===== config.mk =====
export PLATFORM = sky130hd
export DESIGN_NAME = subsumption_table_core
export DESIGN_NICKNAME = d
export VERILOG_FILES = /design/src/sv/sbt_pkg.sv /design/src/sv/sbt_ctrl.sv /design/src/sv/sbt_dp.sv /design/src/sv/subsumption_table_core.sv
export SDC_FILE = /design/constraint.sdc
export NUM_CORES = 2
export LEC_CHECK = 0
export BUFFER_PORTS_ARGS = -buffer_cell sky130_fd_sc_hd__buf_4
export CAP_MARGIN = 20
export CORE_ASPECT_RATIO = 1.75
export CORE_UTILIZATION = 34
export DETAILED_ROUTE_END_ITERATION = 12
export PLACE_DENSITY = 0.59
export SYNTH_ARGS = -nofsm -noshare
export SYNTH_HDL_FRONTEND = slang
export SYNTH_SLANG_ARGS = --single-unit

===== constraint.sdc =====
create_clock -name clk -period 15.95 [get_ports clk]
set_input_delay 1.595 -clock clk [delete_from_list [all_inputs] [get_ports clk]]
set_output_delay 1.595 -clock clk [all_outputs]
set_load 0.02 [all_outputs]

===== src/sv/sbt_pkg.sv =====
`timescale 1ns / 1ps
// Shared definitions for the subsumption table: beat widths, default sizes
// and the command and status groups between controller and datapath.
// No dependencies.
package sbt_pkg;

  localparam int unsigned ENTRIES_DEF    = 16;
  localparam int unsigned VARS_DEF       = 64;
  localparam int unsigned MASK_W         = 64;
  localparam int unsigned IN_TDATA_W     = 2 * MASK_W;
  localparam int unsigned CNT_OUT_W      = 5;
  localparam int unsigned OUT_TDATA_W    = 16;

  localparam logic ACT_INSERT = 1'b0;
  localparam logic ACT_TEST   = 1'b1;

  typedef struct packed {
    logic clear_wr;
    logic load;
    logic rd_en;
    logic commit;
  } sbt_cmd_t;

  typedef struct packed {
    logic addr_last;
  } sbt_sts_t;

endpackage


===== src/sv/sbt_ctrl.sv =====
`timescale 1ns / 1ps
// Controller of the subsumption table: sequences the clearing pass, the
// entry scan and the commit, and owns both channel handshakes.
// Depends on sbt_pkg.
module sbt_ctrl (
  input  logic              clk,
  input  logic              rst_n,
  input  logic              in_tvalid,
  output logic              in_tready,
  output logic              out_tvalid,
  input  logic              out_tready,
  output sbt_pkg::sbt_cmd_t cmd,
  input  sbt_pkg::sbt_sts_t sts
);
  import sbt_pkg::*;

  typedef enum logic [2:0] {
    ST_CLEAR,
    ST_IDLE,
    ST_SCAN,
    ST_DRAIN,
    ST_COMMIT
  } state_t;

  state_t state_r;
  logic   out_valid_r;
  logic   commit_ok;

  assign in_tready  = (state_r == ST_IDLE);
  assign out_tvalid = out_valid_r;
  assign commit_ok  = (state_r == ST_COMMIT) && (!out_valid_r || out_tready);

  always_comb begin
    cmd          = '0;
    cmd.clear_wr = (state_r == ST_CLEAR);
    cmd.load     = (state_r == ST_IDLE) && in_tvalid;
    cmd.rd_en    = (state_r == ST_SCAN);
    cmd.commit   = commit_ok;
  end

  always_ff @(posedge clk) begin
    if (!rst_n) begin
      state_r     <= ST_CLEAR;
      out_valid_r <= 1'b0;
    end else begin
      if (commit_ok) begin
        out_valid_r <= 1'b1;
      end else if (out_tready) begin
        out_valid_r <= 1'b0;
      end
      unique case (state_r)
        ST_CLEAR: begin
          if (sts.addr_last) begin
            state_r <= ST_IDLE;
          end
        end
        ST_IDLE: begin
          if (in_tvalid) begin
            state_r <= ST_SCAN;
          end
        end
        ST_SCAN: begin
          if (sts.addr_last) begin
            state_r <= ST_DRAIN;
          end
        end
        ST_DRAIN: begin
          state_r <= ST_COMMIT;
        end
        ST_COMMIT: begin
          if (commit_ok) begin
            state_r <= ST_IDLE;
          end
        end
        default: begin
          state_r <= ST_IDLE;
        end
      endcase
    end
  end

endmodule


===== src/sv/sbt_dp.sv =====
`timescale 1ns / 1ps
// Datapath of the subsumption table: entry memory, scan address, one pair of
// subset comparators, scan flags, occupancy count and the result register.
// Depends on sbt_pkg.
module sbt_dp #(
  parameter int unsigned ENTRIES = sbt_pkg::ENTRIES_DEF,
  parameter int unsigned VARS    = sbt_pkg::VARS_DEF
) (
  input  logic                            clk,
  input  logic                            rst_n,
  input  sbt_pkg::sbt_cmd_t               cmd,
  output sbt_pkg::sbt_sts_t               sts,
  input  logic                            in_action,
  input  logic [sbt_pkg::MASK_W-1:0]      in_pos,
  input  logic [sbt_pkg::MASK_W-1:0]      in_neg,
  output logic [sbt_pkg::OUT_TDATA_W-1:0] res_data
);
  import sbt_pkg::*;

  localparam int unsigned AW = (ENTRIES > 1) ? $clog2(ENTRIES) : 1;
  localparam int unsigned CW = $clog2(ENTRIES + 1);
  localparam int unsigned WW = 2 * VARS + 1;

  // Each word holds the valid flag on top, then the positive and negative masks.
  logic [WW-1:0]   mem [ENTRIES];
  logic [WW-1:0]   rd_r;
  logic            mem_we;
  logic [AW-1:0]   mem_wa;
  logic [WW-1:0]   mem_wd;

  logic [AW-1:0]   addr_r;
  logic [AW-1:0]   cmp_idx_r;
  logic            cmp_v_r;
  logic            act_r;
  logic [VARS-1:0] qp_r;
  logic [VARS-1:0] qn_r;
  logic            hit_r;
  logic            sub_r;
  logic            slot_found_r;
  logic [AW-1:0]   slot_r;
  logic [CW-1:0]   removed_r;
  logic [CW-1:0]   occ_r;
  logic [OUT_TDATA_W-1:0] res_r;

  logic            e_valid;
  logic [VARS-1:0] e_pos;
  logic [VARS-1:0] e_neg;
  logic            q_in_e;
  logic            e_in_q;
  logic            do_remove;
  logic            do_store;
  logic            ovf;
  logic [CW-1:0]   occ_nxt;
  logic [CNT_OUT_W-1:0] removed_sat;
  logic [CNT_OUT_W-1:0] occ_sat;

  assign e_valid   = rd_r[WW-1];
  assign e_pos     = rd_r[2*VARS-1:VARS];
  assign e_neg     = rd_r[VARS-1:0];
  assign q_in_e    = ((qp_r & ~e_pos) == '0) && ((qn_r & ~e_neg) == '0);
  assign e_in_q    = ((e_pos & ~qp_r) == '0) && ((e_neg & ~qn_r) == '0);
  assign do_remove = cmp_v_r && (act_r == ACT_INSERT) && e_valid && q_in_e;
  assign do_store  = (act_r == ACT_INSERT) && !sub_r && slot_found_r;
  assign ovf       = (act_r == ACT_INSERT) && !sub_r && !slot_found_r;
  assign occ_nxt   = occ_r - removed_r + CW'(do_store);

  assign removed_sat = (32'(removed_r) > 32'd31) ? CNT_OUT_W'(31) : CNT_OUT_W'(removed_r);
  assign occ_sat     = (32'(occ_nxt) > 32'd31) ? CNT_OUT_W'(31) : CNT_OUT_W'(occ_nxt);

  assign sts.addr_last = (addr_r == AW'(ENTRIES - 1));
  assign res_data      = res_r;

  always_comb begin
    mem_we = 1'b0;
    mem_wa = addr_r;
    mem_wd = '0;
    priority if (cmd.clear_wr) begin
      mem_we = 1'b1;
    end else if (do_remove) begin
      mem_we = 1'b1;
      mem_wa = cmp_idx_r;
      mem_wd = {1'b0, rd_r[WW-2:0]};
    end else if (cmd.commit && do_store) begin
      mem_we = 1'b1;
      mem_wa = slot_r;
      mem_wd = {1'b1, qp_r, qn_r};
    end else begin
      mem_we = 1'b0;
    end
  end

  always_ff @(posedge clk) begin
    if (mem_we) begin
      mem[mem_wa] <= mem_wd;
    end
    if (cmd.rd_en) begin
      rd_r <= mem[addr_r];
    end
  end

  always_ff @(posedge clk) begin
    if (!rst_n) begin
      addr_r  <= '0;
      cmp_v_r <= 1'b0;
      occ_r   <= '0;
    end else begin
      cmp_v_r <= cmd.rd_en;
      if (cmd.load) begin
        addr_r <= '0;
      end else if (cmd.clear_wr || cmd.rd_en) begin
        addr_r <= sts.addr_last ? '0 : addr_r + AW'(1);
      end
      if (cmd.commit) begin
        occ_r <= occ_nxt;
      end
    end
  end

  always_ff @(posedge clk) begin
    cmp_idx_r <= addr_r;
    if (cmd.load) begin
      act_r        <= in_action;
      qp_r         <= in_pos[VARS-1:0];
      qn_r         <= in_neg[VARS-1:0];
      hit_r        <= 1'b0;
      sub_r        <= 1'b0;
      slot_found_r <= 1'b0;
      slot_r       <= '0;
      removed_r    <= '0;
    end else if (cmp_v_r) begin
      if (act_r == ACT_TEST) begin
        if (e_valid && e_in_q) begin
          hit_r <= 1'b1;
        end
      end else begin
        if (do_remove) begin
          removed_r <= removed_r + CW'(1);
        end else if (e_valid && e_in_q) begin
          sub_r <= 1'b1;
        end
        if ((!e_valid || do_remove) && !slot_found_r) begin
          slot_found_r <= 1'b1;
          slot_r       <= cmp_idx_r;
        end
      end
    end
    if (cmd.commit) begin
      res_r <= {2'b00, occ_sat, removed_sat, ovf,
                (act_r == ACT_INSERT) && sub_r, do_store,
                (act_r == ACT_TEST) && hit_r};
    end
  end

endmodule


===== src/sv/subsumption_table_core.sv =====
`timescale 1ns / 1ps
// Top level of the subsumption table: joins the controller and the datapath.
// Depends on sbt_pkg, sbt_ctrl and sbt_dp.
//
//   Channel | Direction | Carries
//   in_     | slave     | tuser: action; tdata: pos_mask, neg_mask
//   out_    | master    | tdata: hit, stored, subsumed, overflow, removed_count, occupancy
//
// After reset a clearing pass marks every entry free; no beat is taken
// meanwhile. Each accepted item is then scanned with one entry memory read per
// cycle through a single pair of subset comparators before its result is
// formed. A result waits in the output register while the next beat is taken;
// the commit of that next item holds until the result has gone.
module subsumption_table_core #(
  parameter int unsigned ENTRIES = sbt_pkg::ENTRIES_DEF,
  parameter int unsigned VARS    = sbt_pkg::VARS_DEF
) (
  input  logic                            clk,
  input  logic                            rst_n,
  input  logic                            in_tvalid,
  output logic                            in_tready,
  input  logic [sbt_pkg::IN_TDATA_W-1:0]  in_tdata,   // pos_mask, neg_mask
  input  logic                            in_tuser,   // action
  output logic                            out_tvalid,
  input  logic                            out_tready,
  output logic [sbt_pkg::OUT_TDATA_W-1:0] out_tdata   // hit, stored, subsumed, overflow,
                                                      // removed_count, occupancy
);
  import sbt_pkg::*;

  sbt_cmd_t cmd;
  sbt_sts_t sts;

  sbt_ctrl u_ctrl (
    .clk        (clk),
    .rst_n      (rst_n),
    .in_tvalid  (in_tvalid),
    .in_tready  (in_tready),
    .out_tvalid (out_tvalid),
    .out_tready (out_tready),
    .cmd        (cmd),
    .sts        (sts)
  );

  sbt_dp #(
    .ENTRIES (ENTRIES),
    .VARS    (VARS)
  ) u_dp (
    .clk       (clk),
    .rst_n     (rst_n),
    .cmd       (cmd),
    .sts       (sts),
    .in_action (in_tuser),
    .in_pos    (in_tdata[MASK_W-1:0]),
    .in_neg    (in_tdata[IN_TDATA_W-1:MASK_W]),
    .res_data  (out_tdata)
  );

endmodule


==> run_results.csv <==
group,metric,value,unit
timing,rsz0062_at_grt,"no",
clocking,postCtsSetupRepairBufs,0,
clocking,clk-insertion-delay-late,0.90,ns
detailed_routing,routed-wl-met2,130000,µm
detailed_routing,drcViolationCount,0,
detailed_routing,met1_length,95900,µm
grt,initial_antenna_violation_count,16,
cells_and_area,mostFrequentLayoutCell,"edfxtp_1",
power,design_power_total,0.0127,W
clocking,cts_hold_repair.buffers,0,
logic_synthesis,synth_top_family_by_area,"multiplexers",
grt,grt_first_pass_wirelength,349000,µm
grt,grt.overflow.total,0,
clocking,cts_tree,"done",
cells_and_area,layout_common_cells,"edfxtp_1 (2336), mux4_2 (645), buf_4 (225)",
logic_synthesis,synth_compound_area_frac,0.0237,
timing,tightestPinTransition,1.18,ns
timing,worst_clock_skew,0.0977,ns
power,power_frac_comb,0.056,
timing,setup_violations,0,
timing,timing.final.max_slew_violations,0,
power,switchingPower,0.00272,W
logic_synthesis,yosysUniqueCellTypes,56,
cells_and_area,nNetsFinal,4224,
die,area_of_the_core,263000,µm²
placed_design,gp_congestion,0.882,
detailed_routing,met3_length,17700,µm
timing,finalWorstPathRequiredPeriod,6.44,ns
timing,finalSetupTns,0,ns
worst_setup_path,critical_path_cell_list,"nand2b_1 -> o2111ai_1 -> a2111oi_0 -> nand4_1 -> nor4_4 -> buf_4 -> mux2i_1 -> nor3_2 -> buf_4 -> buf_4",
logic_synthesis,synth_sequential_area_ratio,0.785,
cells_and_area,final_layout_size_suffix_gt1_frac,0.283,
clocking,cts.reportedPaths.clkPinSlew,0.07,ns
worst_setup_path,critical-path-top-cell-by-count,"buf_4",
placed_design,placed_cells_incl_taps,7387,
die,count_of_standard_cell_rows,249,
logic_synthesis,synth_edf_count,2336,
logic_synthesis,synth-simple-area-share,0.0129,
detailed_routing,top_signal_layer_used,"met5",
grt,grt_start_max_net_pins,146,
detailed_routing,drt_pass1_iterations,5,
clocking,tritoncts_buffer_count,205,
clocking,htree_num_levels,4,
logic_synthesis,syn-instance-count,3818,
logic_synthesis,mappedNetlistArea,90200,µm²
clocking,clock_tree.buffer_depth,4,
grt,vias_in_the_first_global_route,43041,
detailed_routing,drt-wirelength-per-cell,32.6,µm
die,initial_core_util,0.342,
power,internal_power,0.0100,W
timing,maxClockFrequency,0.155,GHz
min_path,hp-class,"flip-flop to flip-flop",
power,power_leakage,28.2,nW
detailed_routing,route.final.wire_length,253000,µm
cells_and_area,area_delta_synth_final,13.6,%
worst_setup_path,crit_required,16.40,ns
die,die_w,391,µm
timing,finalHoldViolations,0,
logic_synthesis,ys.flop_type,"edfxtp_1",
timing,finalCritPeriodShare,0.404,
power,power_frac_seq,0.546,
timing,relSlewSlack,0.190,
worst_setup_path,critical_path.slowest_cell,"a2111oi_0",
die,floorplan.io_pins,151,
cells_and_area,final-instance-count-excl-fill,7760,
worst_setup_path,cp_max_fo,60,
worst_setup_path,critical_path.startpoint_type,"flip-flop",
logic_synthesis,synthMuxAreaShare,0.162,
die,dieHeight,683,µm
die,fp.dieArea,267000,µm²
status,run_status,"finished, final reports clean",
detailed_routing,drt-vias-per-instance,5.45,
placed_design,dp_hpwl,152000,µm
detailed_routing,detailedRoute.firstIterationViolations,5101,
clocking,cts_root_buf,"clkbuf_16",
logic_synthesis,yosys_register_bits,2366,
power,switching_share,0.213,
logic_synthesis,synth_xor_xnor_area_share,0.000777,
logic_synthesis,async_flop_share,0,
logic_synthesis,synth.yosys.warnings,0,
logic_synthesis,post_synthesis_share_of_cell_area_spent_on_full_adders_half_adders_and_majority_gates,0.00161,
detailed_routing,vias,42294,
placed_design,port_buffers,148,
power,power_density,124,nW/µm²
power,vdd.ir_drop.worst,93.8,µV
worst_setup_path,timing.critical_path.to_type,"flip-flop",
logic_synthesis,mean_instance_size_in_the_synthesized_netlist,23.6,µm²
clocking,numClockSinks,2366,
grt,grt_util_all_layers,0.188,
worst_setup_path,biggest_cell_delay_along_the_critical_path,0.97,ns
power,share_clk_of_total_power,0.398,
worst_setup_path,worstPathArrival,6.89,ns
flow_run,cap_viol_max_count,0,
clocking,post_cts_sizing,0,
worst_setup_path,critical_path_class,"flip-flop to flip-flop",
detailed_routing,detail-route-antenna-nets,0,
-- layer usage --
metal / up-vias / track usage
met1: 23230 / 0.239
li1: 16835 / -
met2: 1811 / 0.322
met4: 6 / 0.0673
met3: 412 / 0.0300
met5: - / 0
-- Yosys cell counts, drive strengths merged (4+ instances only) --
master,instances,area [µm²]
inv,135,507
o21ai,6,30.0
a221oi,21,208
clkbuf,101,379
nand4,12,75.1
nor2,12,47.6
ha,10,125
a2111oi,25,219
nor4,5,46.3
dfxtp,30,601
and2,4,25.0
edfxtp,2336,70100
nand2,19,71.3
a31oi,5,31.3
or3,6,37.5
nand3,9,45.0
mux2i,8,80.1
xnor2,5,43.8
a22o,130,1140
mux4,645,14500
o22ai,38,238
nor3,21,116
nor2b,79,494
nand2b,16,100
nor3b,5,37.5
o2111ai,9,78.8
buf,80,370
a21oi,15,75.1
-- final cells by class --
class	instances	area (µm²)
timing repair buffer	235	1870
clock buffer	252	5400
antenna	4	10.0
tap	3514	4400
inverter	136	515
sequential	2366	70800
fill	23216	161000
clock inverter	117	1240
multi-input combinational	1136	18200
-- logic make-up (layout without fill, tap and decap cells) --
group,after synthesis,after routing
other,1,6
adders and majority gates,11,11
xor gates and xnor gates,8,8
AOI/OAI and AO/OA,263,263
buffers and inverters,317,740
DFF,2366,2366
and+or+nand+nor,197,197
muxes,655,655
-- worst max-delay path: cells and delay by family, from the launching register on --
kind / cells / cell delay, ns
AO/OA/AOI/OAI: 2 / 1.12
multiplexers: 1 / 0.50
flip-flops: 1 / 0.44
AND/OR/NAND/NOR: 4 / 1.44
buffers and inverters: 3 / 2.36
-- registers in the layout, summed over array words and instances (netlist names) --
name / cells
u_dp.sub_r: 1
u_dp.mem: 2064
u_ctrl.state_r: 3
u_dp.cmp_v_r: 1
u_dp.rd_r: 129
u_dp.res_data: 14
u_dp.qp_r: 64
u_dp.act_r: 1
u_dp.cmp_idx_r: 4
u_dp.removed_r: 5
u_dp.slot_found_r: 1
u_dp.slot_r: 4
u_dp.addr_r: 4
u_dp.qn_r: 64
u_dp.hit_r: 1
u_ctrl.out_tvalid: 1
u_dp.occ_r: 5
-- power by group through the flow --
| stage | Clock, W | Combinational, W | Sequential [W] |
|---|---|---|---|
| finish | 0.00507 | 0.000710 | 0.00696 |
| global route | 0.00535 | 0.000741 | 0.00697 |
| CTS | 0.00516 | 0.000733 | 0.00696 |
| detailed placement | 0 | 0.000730 | 0.00710 |
| global placement | 0 | 0.000732 | 0.00709 |
| floorplan | 0 | 0.000434 | 0.00711 |
-- through the flow --
| stage | worst slack (ns) | area, µm² | hold slack [ns] | util |
|---|---|---|---|---|
| 3_5_place_dp | 9.21 | 95800 | 0.477 | 0.364 |
| 5_1_grt | 9.48 | 102000 | 0.527 | 0.389 |
| 4_1_cts | 9.61 | 102000 | 0.486 | 0.389 |
| 2_1_floorplan | 3.40 | 90200 | 0.329 | - |
| 3_3_place_gp | 9.30 | 95800 | 0.448 | 0.364 |
| 6_report | 9.51 | 102000 | 0.500 | 0.389 |
-- path summary, 6_finish.rpt --
| kind | startpoint | endpoint | slack (ns) | cells after the start |
|---|---|---|---|---|
| max reg2reg | u_dp.qp_r[16] | u_dp.mem[7][122] | 9.51 | 10 |
| max | u_dp.qp_r[16] | u_dp.mem[7][122] | 9.51 | 10 |
| min reg2reg | u_dp.cmp_idx_r[2] | u_dp.slot_r[2] | 0.50 | 2 |
| min | u_dp.cmp_idx_r[2] | u_dp.slot_r[2] | 0.50 | 2 |
No activity file was read; power rests on OpenSTA's default activity.
